==> config.mk <==
export PLATFORM = sky130hd
export DESIGN_NAME = bcn_texture_block_decoder
export DESIGN_NICKNAME = d
export VERILOG_FILES = /design/src/design/bcn_pkg.sv /design/src/design/bcn_texture_block_decoder.sv /design/src/design/bcn_endpoint.sv /design/src/design/bcn_palette.sv /design/src/design/bcn_row_emit.sv
export SDC_FILE = /design/constraint.sdc
export NUM_CORES = 2
export LEC_CHECK = 0
export BUFFER_PORTS_ARGS = -buffer_cell sky130_fd_sc_hd__buf_2
export CAP_MARGIN = 20
export CORE_ASPECT_RATIO = 0.9
export CORE_MARGIN = 3
export CORE_UTILIZATION = 48
export DETAILED_ROUTE_END_ITERATION = 8
export GPL_TIMING_DRIVEN = 0
export SYNTH_ARGS = -nofsm -noshare
export SYNTH_HDL_FRONTEND = slang
export SYNTH_SLANG_ARGS = --single-unit
==> constraint.sdc <==
create_clock -name clock -period 34.1 [get_ports clock]
set_input_delay 5.115 -clock clock [delete_from_list [all_inputs] [get_ports clock]]
set_output_delay 5.115 -clock clock [all_outputs]
set_load 0.05 [all_outputs]
==> src/design/bcn_pkg.sv <==
// ---------------------------------------------------------------------------
// bcn_pkg: shared types and constants for the BC1..BC5 block decoder
// Request and response payloads, block format codes and stage records.
// ---------------------------------------------------------------------------
`timescale 1ns / 1ps
`default_nettype none

package bcn_pkg;

   typedef logic [2:0] fmt_type;

   localparam fmt_type FMT_BC1 = 3'd0;
   localparam fmt_type FMT_BC2 = 3'd1;
   localparam fmt_type FMT_BC3 = 3'd2;
   localparam fmt_type FMT_BC4 = 3'd3;
   localparam fmt_type FMT_BC5 = 3'd4;

   localparam logic [1:0] LAST_ROW = 2'd3;

   typedef struct packed {
      logic [63:0] block_high;
      logic [63:0] block_low;
   } req_type;

   typedef struct packed {
      logic [1:0]  row_index;
      logic [31:0] texel_col0;
      logic [31:0] texel_col1;
      logic [31:0] texel_col2;
      logic [31:0] texel_col3;
      logic        last_row;
   } rsp_type;

   // colour endpoints and the weighted sums behind the midpoints
   typedef struct packed {
      logic [2:0][7:0] p0;
      logic [2:0][7:0] p1;
      logic [2:0][9:0] s2;     // 2*p0 + p1
      logic [2:0][9:0] s3;     // p0 + 2*p1
      logic [2:0][8:0] sh;     // p0 + p1
      logic            three;  // 3-colour mode with transparent index 3
   } col_sums_type;

   // one interpolated 8-bit channel: endpoints and weighted sums
   typedef struct packed {
      logic [7:0]       a0;
      logic [7:0]       a1;
      logic             ramp7;
      logic [5:0][10:0] wsum;
   } chan_sums_type;

   typedef struct packed {
      fmt_type       fmt;
      col_sums_type  col;
      chan_sums_type cha;
      chan_sums_type chb;
      logic [31:0]   cidx;
      logic [63:0]   lo;
      logic [63:0]   hi;
   } s1_type;

   typedef struct packed {
      fmt_type          fmt;
      logic [3:0][31:0] pal;
      logic [7:0][7:0]  lva;
      logic [7:0][7:0]  lvb;
      logic [31:0]      cidx;
      logic [63:0]      lo;
      logic [63:0]      hi;
   } s2_type;

endpackage

`default_nettype wire

==> src/design/bcn_texture_block_decoder.sv <==
// A request passes the endpoint, palette and block registers, then each row
// goes through the response register to the response port.
// Throughput: one response row per cycle while rsp_ready is high; the row
// emitter holds a block for its four rows and takes the next as the last leaves.
// Reset (synchronous, active high) empties the pipeline and sets fmt_ff to BC1.
// ---------------------------------------------------------------------------
// bcn_texture_block_decoder: BC1..BC5 4x4 texture block decoder
// Three register stages: endpoint expansion, palette build, row emission.
// ---------------------------------------------------------------------------
`timescale 1ns / 1ps
`default_nettype none

module bcn_texture_block_decoder (
   input  wire logic            clock,
   input  wire logic            reset,
   // format register
   input  wire logic            csr_we,
   input  wire bcn_pkg::fmt_type csr_wdata,
   // request channel: one compressed block
   input  wire logic            req_valid,
   output logic                 req_ready,
   input  wire bcn_pkg::req_type req_data,
   // response channel: one texel row
   output logic                 rsp_valid,
   input  wire logic            rsp_ready,
   output bcn_pkg::rsp_type     rsp_data
);
   import bcn_pkg::*;

   // format register; it must be only written while the block is idle, which the
   // block does not enforce; each request takes its own copy into stage 1 anyway
   fmt_type fmt_ff;

   always_ff @(posedge clock) begin
      if (reset) begin
         fmt_ff <= FMT_BC1;
      end else if (csr_we) begin
         fmt_ff <= csr_wdata;
      end
   end

   logic   s1_valid, s1_ready;
   s1_type s1_data;
   logic   s2_valid, s2_ready;
   s2_type s2_data;

   // stage 1: 565 expansion, BC1 mode select, weighted endpoint sums
   bcn_endpoint u_endpoint (
      .clock     (clock),
      .reset     (reset),
      .fmt       (fmt_ff),
      .in_valid  (req_valid),
      .in_ready  (req_ready),
      .in_data   (req_data),
      .out_valid (s1_valid),
      .out_ready (s1_ready),
      .out_data  (s1_data)
   );

   // stage 2: divide by 3, 5, 7 via reciprocal multiplies -> palettes
   bcn_palette u_palette (
      .clock     (clock),
      .reset     (reset),
      .in_valid  (s1_valid),
      .in_ready  (s1_ready),
      .in_data   (s1_data),
      .out_valid (s2_valid),
      .out_ready (s2_ready),
      .out_data  (s2_data)
   );

   // stage 3: per-row palette lookup into the response register; takes the
   // next block in the cycle its last row leaves
   bcn_row_emit u_row_emit (
      .clock     (clock),
      .reset     (reset),
      .in_valid  (s2_valid),
      .in_ready  (s2_ready),
      .in_data   (s2_data),
      .rsp_valid (rsp_valid),
      .rsp_ready (rsp_ready),
      .rsp_data  (rsp_data)
   );

endmodule

`default_nettype wire

==> src/design/bcn_endpoint.sv <==
// ---------------------------------------------------------------------------
// bcn_endpoint: first pipeline stage
// Expands 565 endpoints and forms the weighted sums for all palettes.
// ---------------------------------------------------------------------------
`timescale 1ns / 1ps
`default_nettype none

module bcn_endpoint (
   input  wire logic            clock,
   input  wire logic            reset,
   input  wire bcn_pkg::fmt_type fmt,
   input  wire logic            in_valid,
   output logic                 in_ready,
   input  wire bcn_pkg::req_type in_data,
   output logic                 out_valid,
   input  wire logic            out_ready,
   output bcn_pkg::s1_type      out_data
);
   import bcn_pkg::*;

   logic   valid_ff, valid_in;
   s1_type data_ff, data_in;

   function automatic logic [2:0][7:0] expand565(input logic [15:0] c);
      logic [2:0][7:0] p;
      p[0] = {c[15:11], c[15:13]};
      p[1] = {c[10:5], c[10:9]};
      p[2] = {c[4:0], c[4:2]};
      return p;
   endfunction

   function automatic chan_sums_type chan_sums(input logic [63:0] w);
      chan_sums_type s;
      logic [10:0]   a0;
      logic [10:0]   a1;
      a0 = {3'b000, w[7:0]};
      a1 = {3'b000, w[15:8]};
      s.a0 = w[7:0];
      s.a1 = w[15:8];
      s.ramp7 = (w[7:0] > w[15:8]);
      for (int i = 1; i <= 6; i++) begin
         if (s.ramp7) begin
            s.wsum[i-1] = 11'(7 - i) * a0 + 11'(i) * a1;
         end else if (i <= 4) begin
            s.wsum[i-1] = 11'(5 - i) * a0 + 11'(i) * a1;
         end else begin
            s.wsum[i-1] = '0;
         end
      end
      return s;
   endfunction

   logic [63:0]  cword;
   col_sums_type col;

   always_comb begin
      cword = (fmt == FMT_BC1) ? in_data.block_low : in_data.block_high;
      col.p0 = expand565(cword[15:0]);
      col.p1 = expand565(cword[31:16]);
      for (int j = 0; j < 3; j++) begin
         col.s2[j] = {1'b0, col.p0[j], 1'b0} + {2'b00, col.p1[j]};
         col.s3[j] = {2'b00, col.p0[j]} + {1'b0, col.p1[j], 1'b0};
         col.sh[j] = {1'b0, col.p0[j]} + {1'b0, col.p1[j]};
      end
      col.three = (fmt == FMT_BC1) && (cword[15:0] <= cword[31:16]);
   end

   always_comb begin
      data_in.fmt  = fmt;
      data_in.col  = col;
      data_in.cha  = chan_sums(in_data.block_low);
      data_in.chb  = chan_sums(in_data.block_high);
      data_in.cidx = cword[63:32];
      data_in.lo   = in_data.block_low;
      data_in.hi   = in_data.block_high;
   end

   assign in_ready  = !valid_ff || out_ready;
   assign valid_in  = in_ready ? in_valid : valid_ff;
   assign out_valid = valid_ff;
   assign out_data  = data_ff;

   always_ff @(posedge clock) begin
      if (reset) begin
         valid_ff <= 1'b0;
      end else begin
         valid_ff <= valid_in;
      end
   end

   always_ff @(posedge clock) begin
      if (in_valid && in_ready) begin
         data_ff <= data_in;
      end
   end

endmodule

`default_nettype wire

==> src/design/bcn_palette.sv <==
// ---------------------------------------------------------------------------
// bcn_palette: second pipeline stage
// Turns weighted sums into palette colours and channel levels.
// ---------------------------------------------------------------------------
`timescale 1ns / 1ps
`default_nettype none

module bcn_palette (
   input  wire logic           clock,
   input  wire logic           reset,
   input  wire logic           in_valid,
   output logic                in_ready,
   input  wire bcn_pkg::s1_type in_data,
   output logic                out_valid,
   input  wire logic           out_ready,
   output bcn_pkg::s2_type     out_data
);
   import bcn_pkg::*;

   logic   valid_ff, valid_in;
   s2_type data_ff, data_in;

   // reciprocal multiplies, exact over the reachable sum ranges
   function automatic logic [7:0] div3(input logic [9:0] x);
      logic [19:0] p;
      p = {10'b0, x} * 20'd683;
      return p[18:11];
   endfunction

   function automatic logic [7:0] div7(input logic [10:0] x);
      logic [22:0] p;
      p = {12'b0, x} * 23'd2341;
      return p[21:14];
   endfunction

   function automatic logic [7:0] div5(input logic [10:0] x);
      logic [22:0] p;
      p = {12'b0, x} * 23'd3277;
      return p[21:14];
   endfunction

   function automatic logic [7:0][7:0] levels(input chan_sums_type s);
      logic [7:0][7:0] lv;
      lv[0] = s.a0;
      lv[1] = s.a1;
      for (int i = 0; i < 6; i++) begin
         lv[i+2] = div7(s.wsum[i]);
      end
      if (!s.ramp7) begin
         for (int i = 0; i < 4; i++) begin
            lv[i+2] = div5(s.wsum[i]);
         end
         lv[6] = 8'h00;
         lv[7] = 8'hFF;
      end
      return lv;
   endfunction

   always_comb begin
      data_in.fmt = in_data.fmt;
      data_in.pal[0] = {8'hFF, in_data.col.p0[2], in_data.col.p0[1], in_data.col.p0[0]};
      data_in.pal[1] = {8'hFF, in_data.col.p1[2], in_data.col.p1[1], in_data.col.p1[0]};
      if (in_data.col.three) begin
         data_in.pal[2] = {8'hFF, in_data.col.sh[2][8:1], in_data.col.sh[1][8:1],
                           in_data.col.sh[0][8:1]};
         data_in.pal[3] = '0;
      end else begin
         data_in.pal[2] = {8'hFF, div3(in_data.col.s2[2]), div3(in_data.col.s2[1]),
                           div3(in_data.col.s2[0])};
         data_in.pal[3] = {8'hFF, div3(in_data.col.s3[2]), div3(in_data.col.s3[1]),
                           div3(in_data.col.s3[0])};
      end
      data_in.lva  = levels(in_data.cha);
      data_in.lvb  = levels(in_data.chb);
      data_in.cidx = in_data.cidx;
      data_in.lo   = in_data.lo;
      data_in.hi   = in_data.hi;
   end

   assign in_ready  = !valid_ff || out_ready;
   assign valid_in  = in_ready ? in_valid : valid_ff;
   assign out_valid = valid_ff;
   assign out_data  = data_ff;

   always_ff @(posedge clock) begin
      if (reset) begin
         valid_ff <= 1'b0;
      end else begin
         valid_ff <= valid_in;
      end
   end

   always_ff @(posedge clock) begin
      if (in_valid && in_ready) begin
         data_ff <= data_in;
      end
   end

endmodule

`default_nettype wire

==> src/design/bcn_row_emit.sv <==
// ---------------------------------------------------------------------------
// bcn_row_emit: third stage and output register
// Holds one decoded block; sends one texel row per cycle unless stalled.
// ---------------------------------------------------------------------------
`timescale 1ns / 1ps
`default_nettype none

module bcn_row_emit (
   input  wire logic           clock,
   input  wire logic           reset,
   input  wire logic           in_valid,
   output logic                in_ready,
   input  wire bcn_pkg::s2_type in_data,
   output logic                rsp_valid,
   input  wire logic           rsp_ready,
   output bcn_pkg::rsp_type    rsp_data
);
   import bcn_pkg::*;

   logic       blk_valid_ff, blk_valid_in;
   s2_type     blk_ff;
   logic [1:0] row_ff, row_in;
   logic       rsp_valid_ff, rsp_valid_in;
   rsp_type    rsp_ff, rsp_in;
   logic       load_out, done;

   logic [7:0]  crow;
   logic [15:0] arow;
   logic [11:0] sarow;
   logic [11:0] sbrow;
   logic [3:0][31:0] texels;

   function automatic logic [31:0] texel(input fmt_type fmt,
                                         input logic [31:0] colour,
                                         input logic [3:0] a4,
                                         input logic [7:0] la,
                                         input logic [7:0] lb);
      logic [31:0] t;
      case (fmt)
         FMT_BC1: t = colour;
         FMT_BC2: t = {a4, a4, colour[23:0]};
         FMT_BC3: t = {la, colour[23:0]};
         FMT_BC4: t = {8'hFF, 16'h0000, la};
         FMT_BC5: t = {8'hFF, 8'h00, lb, la};
         default: t = '0;
      endcase
      return t;
   endfunction

   always_comb begin
      crow  = blk_ff.cidx[8*row_ff +: 8];
      arow  = blk_ff.lo[16*row_ff +: 16];
      sarow = blk_ff.lo[16 + 12*row_ff +: 12];
      sbrow = blk_ff.hi[16 + 12*row_ff +: 12];
      for (int c = 0; c < 4; c++) begin
         texels[c] = texel(blk_ff.fmt, blk_ff.pal[crow[2*c +: 2]], arow[4*c +: 4],
                           blk_ff.lva[sarow[3*c +: 3]], blk_ff.lvb[sbrow[3*c +: 3]]);
      end
      rsp_in.row_index  = row_ff;
      rsp_in.texel_col0 = texels[0];
      rsp_in.texel_col1 = texels[1];
      rsp_in.texel_col2 = texels[2];
      rsp_in.texel_col3 = texels[3];
      rsp_in.last_row   = (row_ff == LAST_ROW);
   end

   assign load_out = blk_valid_ff && (!rsp_valid_ff || rsp_ready);
   assign done     = load_out && (row_ff == LAST_ROW);
   assign in_ready = !blk_valid_ff || done;

   always_comb begin
      blk_valid_in = blk_valid_ff;
      if (in_valid && in_ready) begin
         blk_valid_in = 1'b1;
      end else if (done) begin
         blk_valid_in = 1'b0;
      end
      row_in = load_out ? row_ff + 2'd1 : row_ff;
      rsp_valid_in = load_out ? 1'b1 : (rsp_ready ? 1'b0 : rsp_valid_ff);
   end

   always_ff @(posedge clock) begin
      if (reset) begin
         blk_valid_ff <= 1'b0;
         row_ff       <= '0;
         rsp_valid_ff <= 1'b0;
      end else begin
         blk_valid_ff <= blk_valid_in;
         row_ff       <= row_in;
         rsp_valid_ff <= rsp_valid_in;
      end
   end

   always_ff @(posedge clock) begin
      if (in_valid && in_ready) begin
         blk_ff <= in_data;
      end
      if (load_out) begin
         rsp_ff <= rsp_in;
      end
   end

   assign rsp_valid = rsp_valid_ff;
   assign rsp_data  = rsp_ff;

endmodule

`default_nettype wire

==> results_dict.tcl <==
set metrics [dict create \
    gp_congestion 0.986 \
    ys_ff_latch 1220 \
    slew_headroom_pct 21.1 \
    critical_path_buf_inv_count 2 \
    path_cells "buf_2 -> nand2b_1 -> a21oi_1 -> nand3_1 -> buf_2" \
    final_cell_mix "ha_1 (1,875), inv_1 (1,471), edfxtp_1 (1,211)" \
    ctsHtreeMaxLevel 4 \
    cp_max_fo 6 \
    clock_tree.buffer_depth 3 \
    fin_tns_setup_ns 0 \
    cp-startpoint "rsp_ready" \
    fin_crit_sh_pct 34.0 \
    yosysWarnings 0 \
    hold_viol_final 0 \
    clkLatencyLatePin_ns 0.80 \
    grt_use_total_pct 26.6 \
    fin_nets 11554 \
    syn_nets 11083 \
    synthFlopType "edfxtp_1" \
    finClkSkew_ns 0.0655 \
    grt_antenna_before_repair 32 \
    worstReg2RegStart "u_endpoint.out_data[72]" \
    hold_class "flop to flop" \
    rsz0062_at_grt "no" \
    syn_inst 8479 \
    first_pass_iters 6 \
    critPathTopFamily "compound AO/OA/AOI/OAI gates" \
    path_class "primary input to primary output" \
    wire_per_inst_um 24.1 \
    timing.rr.end "u_palette.out_data[246]" \
    crit_path_end_kind "primary output" \
    root_buffer "clkbuf_16" \
    post_cts_buffers 0 \
    io_pins 269 \
    die_y_um 441 \
    synth.cell_area_um2 101000 \
    cts_num_sinks 1220 \
    rows 159 \
    crit_top_cell "buf_2" \
    grt_start_max_net_pins 91 \
    outcome "complete, no violations" \
    drive_above_1_share_pct 9.94 \
    io_buffer_count 267 \
    ctsResizeCount 0 \
    r2r_cells 14 \
    critPathMaxStageDelay_ns 0.67 \
    setup_viol 0 \
    cp-start-kind "primary input" \
    dpl.hpwl_um 234000 \
    drt_iter0_markers 5266 \
    drc 0 \
    ys_types 83 \
    slowest_stage "a21oi_1" \
    grt_pass1_vias 67398 \
    grt_pass1_wl_um 425000 \
    routed_wl_um 284000 \
    overflow 0 \
    crit_arrival_ns 6.49 \
    r2r_slack_ns 28.19 \
    drtAntennaViolNets 0 \
    cp_num_cells 5 \
    die_w_um 489 \
    num_vias 66081 \
    ctsHoldBuffers 0 \
    synth_edf_count 1211 \
    via_per_inst 5.60 \
    syn_to_final_growth_pct 10.6 \
    core-area_um2 209000 \
    initial_utilization_pct 48.3 \
    drv_cap 0 \
    final_common_cell "ha_1" \
    worstPathRequired_ns 28.98 \
    endpoint "req_ready" \
    cts_made_buffers 134 \
    synth_area_per_cell_um2 11.9 \
    cts_tree "yes" \
    fmax_ghz 0.0861 \
    period_needed_ns 11.61 \
    worst_pin_slew_ns 1.17 \
    die_area_um2 216000 \
    finalMaxSlewViolations 0 \
    yosysSeqAreaShare_pct 36.2 \
    cts.clk_slew.worst_paths_ns 0.06 \
    async_reset_ff_share_pct 0 \
    worst_hold_slack_ns 0.363 \
]
-- cells by family (layout without fill, tap and decap cells) --
group / count (synthesis) / after routing / synth area share [%]
AND/OR/NAND/NOR: 1062 / 1062 / 4.97
AO/OA/AOI/OAI: 1279 / 1279 / 7.85
other: 0 / 6 / 0
multiplexers: 402 / 402 / 6.21
XOR/XNOR: 420 / 420 / 3.64
adder cells (fa/ha/maj): 2468 / 2468 / 35.0
buffers and inverters: 1628 / 2205 / 6.13
flip-flops: 1220 / 1220 / 36.2
-- synth_stat cells (12+ instances only) --
| cell type | count | area share [%] |
|---|---|---|
| edfxtp_1 | 1211 | 36 |
| mux4_2 | 170 | 3.8 |
| mux2_2 | 88 | 0.98 |
| or2_2 | 15 | 0.093 |
| nand3_1 | 73 | 0.36 |
| nand2b_1 | 25 | 0.15 |
| nand2_1 | 358 | 1.3 |
| clkbuf_1 | 81 | 0.30 |
| a21o_1 | 121 | 0.90 |
| nor2b_1 | 54 | 0.33 |
| xnor2_1 | 276 | 2.4 |
| a21boi_0 | 29 | 0.22 |
| o21a_1 | 62 | 0.46 |
| a31oi_1 | 52 | 0.32 |
| xor2_1 | 144 | 1.2 |
| o211ai_1 | 22 | 0.16 |
| a211oi_1 | 38 | 0.28 |
| or3_1 | 15 | 0.093 |
| o21ai_0 | 326 | 1.6 |
| inv_1 | 1472 | 5.5 |
| mux2i_1 | 142 | 1.4 |
| nor2_1 | 265 | 0.99 |
| and2_1 | 51 | 0.32 |
| nor3_1 | 73 | 0.36 |
| nand4_1 | 35 | 0.22 |
| fa_1 | 593 | 12 |
| and3_1 | 29 | 0.18 |
| o31ai_1 | 39 | 0.29 |
| a211o_1 | 12 | 0.10 |
| ha_1 | 1875 | 23 |
| a21oi_1 | 401 | 2.0 |
| buf_2 | 52 | 0.26 |
| nand3b_1 | 24 | 0.18 |
| buf_1 | 16 | 0.059 |
| o21bai_1 | 72 | 0.54 |
| a311oi_1 | 19 | 0.16 |
-- per-layer routing --
layer  global-route usage (%)  vias to the layer above  part of all wire [%]
met5                        0                        -                 0.014
li1                         -                    30865                     -
met2                     41.7                     1966                    45
met3                     4.27                      459                   6.9
met4                     9.25                        6                   3.9
met1                     37.6                    32785                    44
-- layout make-up --
type                            count  area (um2)
Sequential cell                  1220       36500
Timing Repair Buffer              335        2650
Tap cell                         2737        3420
Fill cell                       17926       97300
Clock inverter                     91        1120
Inverter                         1475        5540
Multi-Input combinational cell   5631       58200
Antenna cell                        6        15.0
Clock buffer                      151        3440
Buffer                            153         654
-- state kept, by name (all words and copies together) (netlist names) --
name                     count
u_palette.out_valid          1
u_row_emit.row_ff            2
u_row_emit.rsp_data        131
u_endpoint.out_data        400
u_endpoint.out_valid         1
u_row_emit.blk_ff          340
fmt_ff                       3
u_row_emit.blk_valid_ff      1
u_row_emit.rsp_valid         1
u_palette.out_data         340
-- per-stage QoR --
stage	utilization, %	std cells	cell area [um2]	setup WS (ns)
3_5_place_dp	51.2	11550	107000	22.48
2_1_floorplan	-	8479	101000	2.71
3_3_place_gp	50.6	11483	106000	-12.49
4_1_cts	53.4	11792	112000	22.48
5_1_grt	53.4	11795	112000	22.39
6_report	53.4	11799	112000	22.49
-- worst min-delay path by stage --
| stage | start | to | slack [ns] | depth (start not counted) |
|---|---|---|---|---|
| 6_report | u_palette.out_data[104] | u_row_emit.blk_ff[104] | 0.36 | 0 |
| 5_1_grt | u_endpoint.out_data[24] | u_palette.out_data[24] | 0.38 | 0 |
| 4_1_cts | u_endpoint.out_data[47] | u_palette.out_data[47] | 0.36 | 0 |
| 3_5_place_dp | u_endpoint.out_data[131] | u_palette.out_data[131] | 0.40 | 0 |
| 3_3_place_gp | u_palette.out_data[306] | u_row_emit.blk_ff[306] | 0.40 | 0 |
| 2_1_floorplan | u_endpoint.out_data[100] | u_palette.out_data[100] | 0.40 | 0 |
-- worst register-to-register path: cells and delay by family, from the launching register on --
family	cells	cell delay, ns
buffers and inverters	2	0.66
AND/OR/NAND/NOR	1	0.16
AO/OA/AOI/OAI	6	1.72
multiplexers	1	0.20
adder cells (fa/ha/maj)	4	1.95
flip-flops	1	0.96
Power is left out: the tool's default activity adds up to more than one toggle a clock period on the data nets, which glitch-free logic cannot reach.
